`src/hw/rtl/svm_kernel_matrix_entry_macros.svh`:
```
// Assertion helpers for the kernel matrix entry unit
`ifndef SVM_KERNEL_MATRIX_ENTRY_MACROS_SVH
`define SVM_KERNEL_MATRIX_ENTRY_MACROS_SVH
`ifndef SYNTHESIS
`define SKME_NEVER(lbl, cond) \
	lbl: assert property (@(posedge clk) disable iff (!arst_n) !(cond)) \
		else $error("skme: forbidden condition seen");
`define SKME_IMPLIES(lbl, ante, cons) \
	lbl: assert property (@(posedge clk) disable iff (!arst_n) (ante) |-> (cons)) \
		else $error("skme: implication violated");
`else
`define SKME_NEVER(lbl, cond)
`define SKME_IMPLIES(lbl, ante, cons)
`endif
`endif

```
`src/hw/rtl/skme_pkg.sv`:
```
package skme_pkg;

	localparam int MAX_POINTS   = 256;
	localparam int MAX_FEATURES = 64;
	localparam int FRAC_BITS    = 16;

	localparam int VAL_W     = 32;
	localparam int PT_W      = $clog2(MAX_POINTS);
	localparam int FT_W      = $clog2(MAX_FEATURES);
	localparam int FEAT_AW   = PT_W + FT_W;
	localparam int FEAT_DEPTH = MAX_POINTS * MAX_FEATURES;
	localparam int NPTS_W    = 9;
	localparam int NFEAT_W   = 7;
	localparam int DEG_W     = 4;
	localparam int MODE_W    = 2;
	localparam int REQ_W     = 2;
	localparam int STAT_W    = 2;
	localparam int CFG_IDX_W = 3;

	localparam int MUL_W  = 33;
	localparam int PROD_W = 2 * MUL_W;
	localparam int ACC_W  = 64;
	localparam int DIST_W = ACC_W - FRAC_BITS;
	localparam int HALF_W = DIST_W / 2;
	localparam int HP_W   = VAL_W + HALF_W;
	localparam int XP_W   = VAL_W + DIST_W;
	localparam int XM_W   = FRAC_BITS + 7;
	localparam int T_W    = 26;
	localparam int N_W    = T_W - FRAC_BITS;
	localparam int S_W    = N_W + 1;

	localparam int Q_DEPTH = 2;
	localparam int Q_PTR_W = $clog2(Q_DEPTH);
	localparam int Q_CNT_W = $clog2(Q_DEPTH + 1);

	localparam logic [REQ_W-1:0] REQ_FEAT = 2'd0;
	localparam logic [REQ_W-1:0] REQ_Q    = 2'd1;
	localparam logic [REQ_W-1:0] REQ_COMP = 2'd2;

	localparam logic [MODE_W-1:0] MODE_POLY = 2'd1;
	localparam logic [MODE_W-1:0] MODE_RBF  = 2'd2;

	localparam logic [STAT_W-1:0] STAT_OK    = 2'd0;
	localparam logic [STAT_W-1:0] STAT_RANGE = 2'd1;
	localparam logic [STAT_W-1:0] STAT_SAT   = 2'd2;

	localparam logic [CFG_IDX_W-1:0] CFG_KERNEL_MODE = 3'd0;
	localparam logic [CFG_IDX_W-1:0] CFG_NUM_POINTS  = 3'd1;
	localparam logic [CFG_IDX_W-1:0] CFG_NUM_FEAT    = 3'd2;
	localparam logic [CFG_IDX_W-1:0] CFG_POLY_DEG    = 3'd3;
	localparam logic [CFG_IDX_W-1:0] CFG_GAMMA       = 3'd4;
	localparam logic [CFG_IDX_W-1:0] CFG_COEF_ZERO   = 3'd5;
	localparam logic [CFG_IDX_W-1:0] CFG_QA_COST     = 3'd6;
	localparam logic [CFG_IDX_W-1:0] CFG_DIAG_COST   = 3'd7;

	localparam logic signed [VAL_W-1:0] FX_ONE = VAL_W'(1) << FRAC_BITS;
	localparam logic [30:0] LOG2E_Q30 = 31'd1549082005;
	localparam logic [29:0] LN2_Q30   = 30'd744261118;
	localparam logic [30:0] Q30_ONE   = 31'd1 << 30;
	localparam logic [XM_W-1:0] XM_MAX = XM_W'(64) << FRAC_BITS;

	typedef struct packed {
		logic [MODE_W-1:0]         kernel_mode;
		logic [NPTS_W-1:0]         num_points;
		logic [NFEAT_W-1:0]        feat_use;
		logic [DEG_W-1:0]          poly_degree;
		logic signed [VAL_W-1:0]   gamma_value;
		logic signed [VAL_W-1:0]   coef_zero;
		logic signed [VAL_W-1:0]   qa_cost_value;
		logic signed [VAL_W-1:0]   diag_cost;
	} cfg_t;

	typedef struct packed {
		logic [REQ_W-1:0]        kind;
		logic                    oor;
		logic [PT_W-1:0]         point;
		logic [FT_W-1:0]         feat;
		logic signed [VAL_W-1:0] value;
		logic [PT_W-1:0]         row;
		logic [PT_W-1:0]         col;
	} item_t;

	typedef enum logic [4:0] {
		S_IDLE, S_DOT, S_DRAIN, S_KSEL, S_WAIT, S_RHI, S_RX, S_EXPT, S_EXPZ,
		S_H0, S_H1, S_H2, S_EXPS, S_PBASE, S_PLOOP, S_PUPD, S_FIN
	} bk_state_t;

	function automatic logic ovf32(input logic signed [ACC_W-1:0] v);
		return !((&v[ACC_W-1:VAL_W-1]) || !(|v[ACC_W-1:VAL_W-1]));
	endfunction

	function automatic logic signed [VAL_W-1:0] sat32(input logic signed [ACC_W-1:0] v);
		logic signed [VAL_W-1:0] r;
		if (!ovf32(v))
			r = v[VAL_W-1:0];
		else if (v[ACC_W-1])
			r = {1'b1, {(VAL_W-1){1'b0}}};
		else
			r = {1'b0, {(VAL_W-1){1'b1}}};
		return r;
	endfunction

	// floor(2^32 / k), for the Horner divide steps
	function automatic logic [31:0] recip(input logic [3:0] k);
		logic [31:0] r;
		case (k)
			4'd2: r = 32'd2147483648;
			4'd3: r = 32'd1431655765;
			4'd4: r = 32'd1073741824;
			4'd5: r = 32'd858993459;
			4'd6: r = 32'd715827882;
			4'd7: r = 32'd613566756;
			4'd8: r = 32'd536870912;
			default: r = 32'd0;
		endcase
		return r;
	endfunction

endpackage

```
`src/hw/rtl/skme_front.sv`:
```
module skme_front import skme_pkg::*; (
	input  logic                    clk,
	input  logic                    arst_n,
	input  logic                    start,
	output logic                    busy,
	input  logic [REQ_W-1:0]        req_type,
	input  logic [PT_W-1:0]         point_index,
	input  logic [FT_W-1:0]         feature_index,
	input  logic signed [VAL_W-1:0] load_value,
	input  logic [PT_W-1:0]         row_index,
	input  logic [PT_W-1:0]         col_index,
	input  logic [NPTS_W-1:0]       num_points,
	output item_t                   head,
	output logic                    head_vld,
	input  logic                    pop
);

	item_t              slot_q [Q_DEPTH];
	logic [Q_PTR_W-1:0] wr_ptr_q, rd_ptr_q;
	logic [Q_CNT_W-1:0] cnt_q;
	logic [NPTS_W-1:0]  lim;
	logic               push;
	item_t              item;

	assign busy = (cnt_q == Q_CNT_W'(Q_DEPTH));
	assign lim  = (num_points > NPTS_W'(MAX_POINTS)) ? NPTS_W'(MAX_POINTS) : num_points;
	// drop the unused request code here
	assign push = start && !busy
		&& (req_type == REQ_FEAT || req_type == REQ_Q || req_type == REQ_COMP);

	always_comb begin
		item.kind  = req_type;
		item.oor   = ({1'b0, row_index} >= lim) || ({1'b0, col_index} >= lim);
		item.point = point_index;
		item.feat  = feature_index;
		item.value = load_value;
		item.row   = row_index;
		item.col   = col_index;
	end

	always_ff @(posedge clk) begin
		if (push)
			slot_q[wr_ptr_q] <= item;
	end

	always_ff @(posedge clk or negedge arst_n) begin
		if (!arst_n) begin
			wr_ptr_q <= '0;
			rd_ptr_q <= '0;
			cnt_q    <= '0;
		end else begin
			if (push)
				wr_ptr_q <= wr_ptr_q + 1'b1;
			if (pop)
				rd_ptr_q <= rd_ptr_q + 1'b1;
			if (push && !pop)
				cnt_q <= cnt_q + 1'b1;
			else if (!push && pop)
				cnt_q <= cnt_q - 1'b1;
		end
	end

	assign head     = slot_q[rd_ptr_q];
	assign head_vld = (cnt_q != '0);

endmodule

```
`config.mk`:
```
export PLATFORM = sky130hd
export DESIGN_NAME = skme_front
export DESIGN_NICKNAME = d
export VERILOG_FILES = /design/src/hw/rtl/svm_kernel_matrix_entry_macros.svh /design/src/hw/rtl/skme_pkg.sv /design/src/hw/rtl/skme_front.sv
export SDC_FILE = /design/constraint.sdc
export NUM_CORES = 1
export LEC_CHECK = 0
export BUFFER_PORTS_ARGS = -buffer_cell sky130_fd_sc_hd__buf_2
export CORE_MARGIN = 3
export CORE_UTILIZATION = 56
export CTS_BUF_LIST = sky130_fd_sc_hd__clkbuf_16
export DETAILED_ROUTE_END_ITERATION = 10
export PLACE_DENSITY = 0.84
export SLEW_MARGIN = 30
export SYNTH_ARGS = -nofsm -noshare
export SYNTH_HDL_FRONTEND = slang
export SYNTH_SLANG_ARGS = --single-unit
```
`constraint.sdc`:
```
create_clock -name clk -period 7.75 [get_ports clk]
set_input_delay 1.1625 -clock clk [delete_from_list [all_inputs] [get_ports clk]]
set_output_delay 1.1625 -clock clk [all_outputs]
set_load 0.005 [all_outputs]
```
==> key figures <==
Status
  • Status: completed

Placed design
  • Cell Area, Placed: ~6300 um2
  • HPWL Detailed: between 6000 and 7000 um
  • Placed insts: 537
  • IO buf count: roughly 140
  • GPL Wtd Cong: between 0.7 and 0.8

Clocking
  • CTS tree: built
  • CTS Root Cell: clkbuf_16
  • Post-CTS Setup Bufs: 0
  • Clock sinks: roughly 130
  • Total CTS buffers: 17
  • Cells resized by post-CTS repair: 0
  • CTS Hold Bufs: 0
  • Worst-skew pair later-pin latency: 0.41 ns
  • Clock input transition at the sequential cells of the worst setup and hold paths: ~0.06 ns
  • CTS H-tree lvls: 4
  • CTS Buffer Depth: 2

GRT
  • Initial antenna violation count: 0
  • Grt ovf: 0
  • Gr busiest metal: met2
  • Met2 Usage GRT: 32.9%
  • GRT Util Overall: 18.8%
  • Global-route wire length before repair: 15700 um
  • Met3 GRT Util: 5.44%
  • Vias in the first global route: between 3000 and 4000
  • Met1 Usage GRT: roughly 22%
  • Pin count of the biggest net entering global routing: 66

Die
  • Chip Height: 105 um
  • Initial core utilization: about three fifths
  • DIE WIDTH: 105 um
  • Io pins: ~140
  • Area of the core: between 9000 and 10000 um2
  • FP Rows: 35
  • Die area: approximately 11000 um2

STA
  • Pins over their slew limit: 0
  • Unrepaired setup endpoints after global routing: no
  • Worst-margin pin slew: roughly 0.87 ns
  • Tcrit/Tclk final: 41.1%
  • Clock skew: 0.0134 ns
  • Max-slew headroom: 41.9%
  • Min Tclk post-route: 3.19 ns
  • Setup TNS: 0 ns
  • Fmax: about 0.31 GHz
  • Final setup viols: 0
  • Final hold violations: 0

Final layout
  • ANT cells: 0
  • Syn-to-layout area delta: 26.0%
  • NumNets Final: about 520
  • Final Cell Area: roughly 6900 um2
  • Layout Cells excl Fill: 569
  • Core Util, Final: 73.5%
  • # fillers: 600
  • Reg area: 4010 um2
  • Layout cells sized above 1: between 50% and 60%
  • Multi-input logic area: around 1400 um2

Yosys
  • Main synth FF type: edfxtp_1
  • Syn avg cell area: 20.2 um2
  • Commonest cells post-synth: 130 x edfxtp_1, 40 x mux2_4, 25 x mux2_2, 17 x ha_1, 9 x nand2b_1
  • Syn Nets: 364
  • Mapped Cells: 270
  • Yosys top cell area share: 71.7%
  • Count leader, synth: edfxtp_1
  • Synth warn: 0
  • Synth Register Bits: 134
  • Post-synth EDFFs: 130
  • Synth top area cells: edfxtp_1 72%, mux2_4 11%, mux2_2 5.2%
  • Library cells used by synthesis: 29
  • Leading area contributor after synthesis: edfxtp_1
  • Share of flip-flops with an asynchronous set or reset: 2.99%
  • Sequential area share after synthesis: between 70% and 80%
  • Mapped cell area: 5440 um2

Critical path
  • Max stage delay on crit path: 0.82 ns
  • Worst path arrival time: 2.02 ns
  • FF-to-FF Start: cnt_q[0]
  • Critical Path Source Type: register
  • CP cell instances: buf_12 -> mux2_4 -> buf_2
  • Delay-heaviest family, CP: flip-flops
  • Worst Setup SP: rd_ptr_q
  • Buf/Inv on CP: 2
  • R2r endpoint: slot_q[1][20]
  • Worst Path Required: 6.59 ns
  • Endpoint class of the critical path: output pin
  • R2r setup slk: 5.69 ns
  • Crit-path slowest cell: dfrtp_4
  • Crit-path max FO: 38
  • R2R cell count: 4
  • Setup CP Type: reg -> out
  • Crit path to: head[23]
  • Worst path depth: 3

Pwr
  • Clock network power share: 31.4%
  • Sw Ratio: between 20% and 30%
  • Worst IR drop on VDD: roughly 0.00022 V
  • Lkg Pwr: 2.76 nW
  • Reg power frac: roughly 44%
  • P_int: 1.72 mW
  • Sw Pwr: 661 uW
  • Comb pwr share: 25.1%
  • PD cells: 347 nW/um2

Routing
  • Remaining DRCs: 0
  • DR vias: 2940
  • Routed Antenna Nets: 0
  • 1st-iter DRT viols: 86
  • WL per Instance: 17.2 um
  • Drt pass-1 iters: 4
  • Via-to-Cell Ratio: about 5.2
  • Wirelength, routed: 9800 um

Worst hold path
  • HP Class: reg -> reg
  • Hold Path Stages: 1

Job
  • Max Cap Violations: 0
## per-layer routing
layer  wire (um)  vias up
met5           0        -
met4         122        0
met3         554       13
met2        5210      103
met1        3910     1448
li1            -     1376
## cell families after synthesis
family | after synthesis | share of synthesized area (%)
AO/OA/AOI/OAI | 12 | 1.29
XOR/XNOR | 5 | 0.805
adder cells (fa/ha/maj) | 17 | 3.91
buffers and inverters | 12 | 1.56
flip-flops | 134 | 73.6
multiplexers | 65 | 16.2
AND/OR/NAND/NOR | 25 | 2.67
## worst register-to-register path, delay by kind of cell, from the launching register on
family	cells	cell delay, ns
AND/OR/NAND/NOR	3	1.10
flip-flops	1	0.41
buffers and inverters	1	0.15
## final cells by class
type	instances	share of cell area, %
Sequential cell	134	58.5
Multi-Input combinational cell	124	19.9
Timing Repair Buffer	145	10.8
Clock buffer	17	6.21
Tap cell	129	2.35
Clock inverter	15	1.97
Inverter	5	0.274
## how the worst min path moves through the flow
stage	from	endpoint
after floorplan	cnt_q[1]	cnt_q[1]
after global placement	cnt_q[1]	cnt_q[1]
after detailed placement	cnt_q[1]	cnt_q[1]
after CTS	cnt_q[1]	cnt_q[1]
after global routing	cnt_q[1]	cnt_q[1]
final	cnt_q[1]	cnt_q[1]
## per-stage QoR
step / power [mW] / setup WS [ns] / hold slack, ns
2_1_floorplan: 1.44 / 3.19 / 0.456
5_1_grt: 2.50 / 4.46 / 0.524
3_5_place_dp: 1.66 / 4.90 / 0.498
3_3_place_gp: 1.63 / 4.88 / 0.472
6_report: 2.38 / 4.56 / 0.502
4_1_cts: 2.41 / 4.53 / 0.512
## power groups by stage
| stage | combinational, mW | clock (mW) | sequential (mW) |
|---|---|---|---|
| finish | 0.597 | 0.748 | 1.04 |
| global route | 0.647 | 0.796 | 1.05 |
| CTS | 0.609 | 0.763 | 1.04 |
| detailed placement | 0.604 | 0 | 1.05 |
| global placement | 0.551 | 0 | 1.08 |
| floorplan | 0.438 | 0 | 1.00 |
## cell usage in the layout (no fill, tap or decap), types with 2 or more instances in the layout
cell type   count
a21oi_1         5
buf_2         143
clkbuf_16      17
clkinv_4        2
clkinvlp_4      2
dfrtp_1         3
edfxtp_1      130
ha_1           17
inv_1           5
inv_6           6
inv_8           4
mux2_2         25
mux2_4         40
nand2_1         2
nand2b_1        9
nand3_1         2
nand4_1         2
nor2b_1         2
o21ai_0         2
xnor2_1         2
xor2_1          3
## registers in the layout (all words and copies together), names as in the netlist
register  count
slot_q      130
wr_ptr_q      1
cnt_q         2
rd_ptr_q      1
Note: power is estimated with default switching activity, not from simulation.
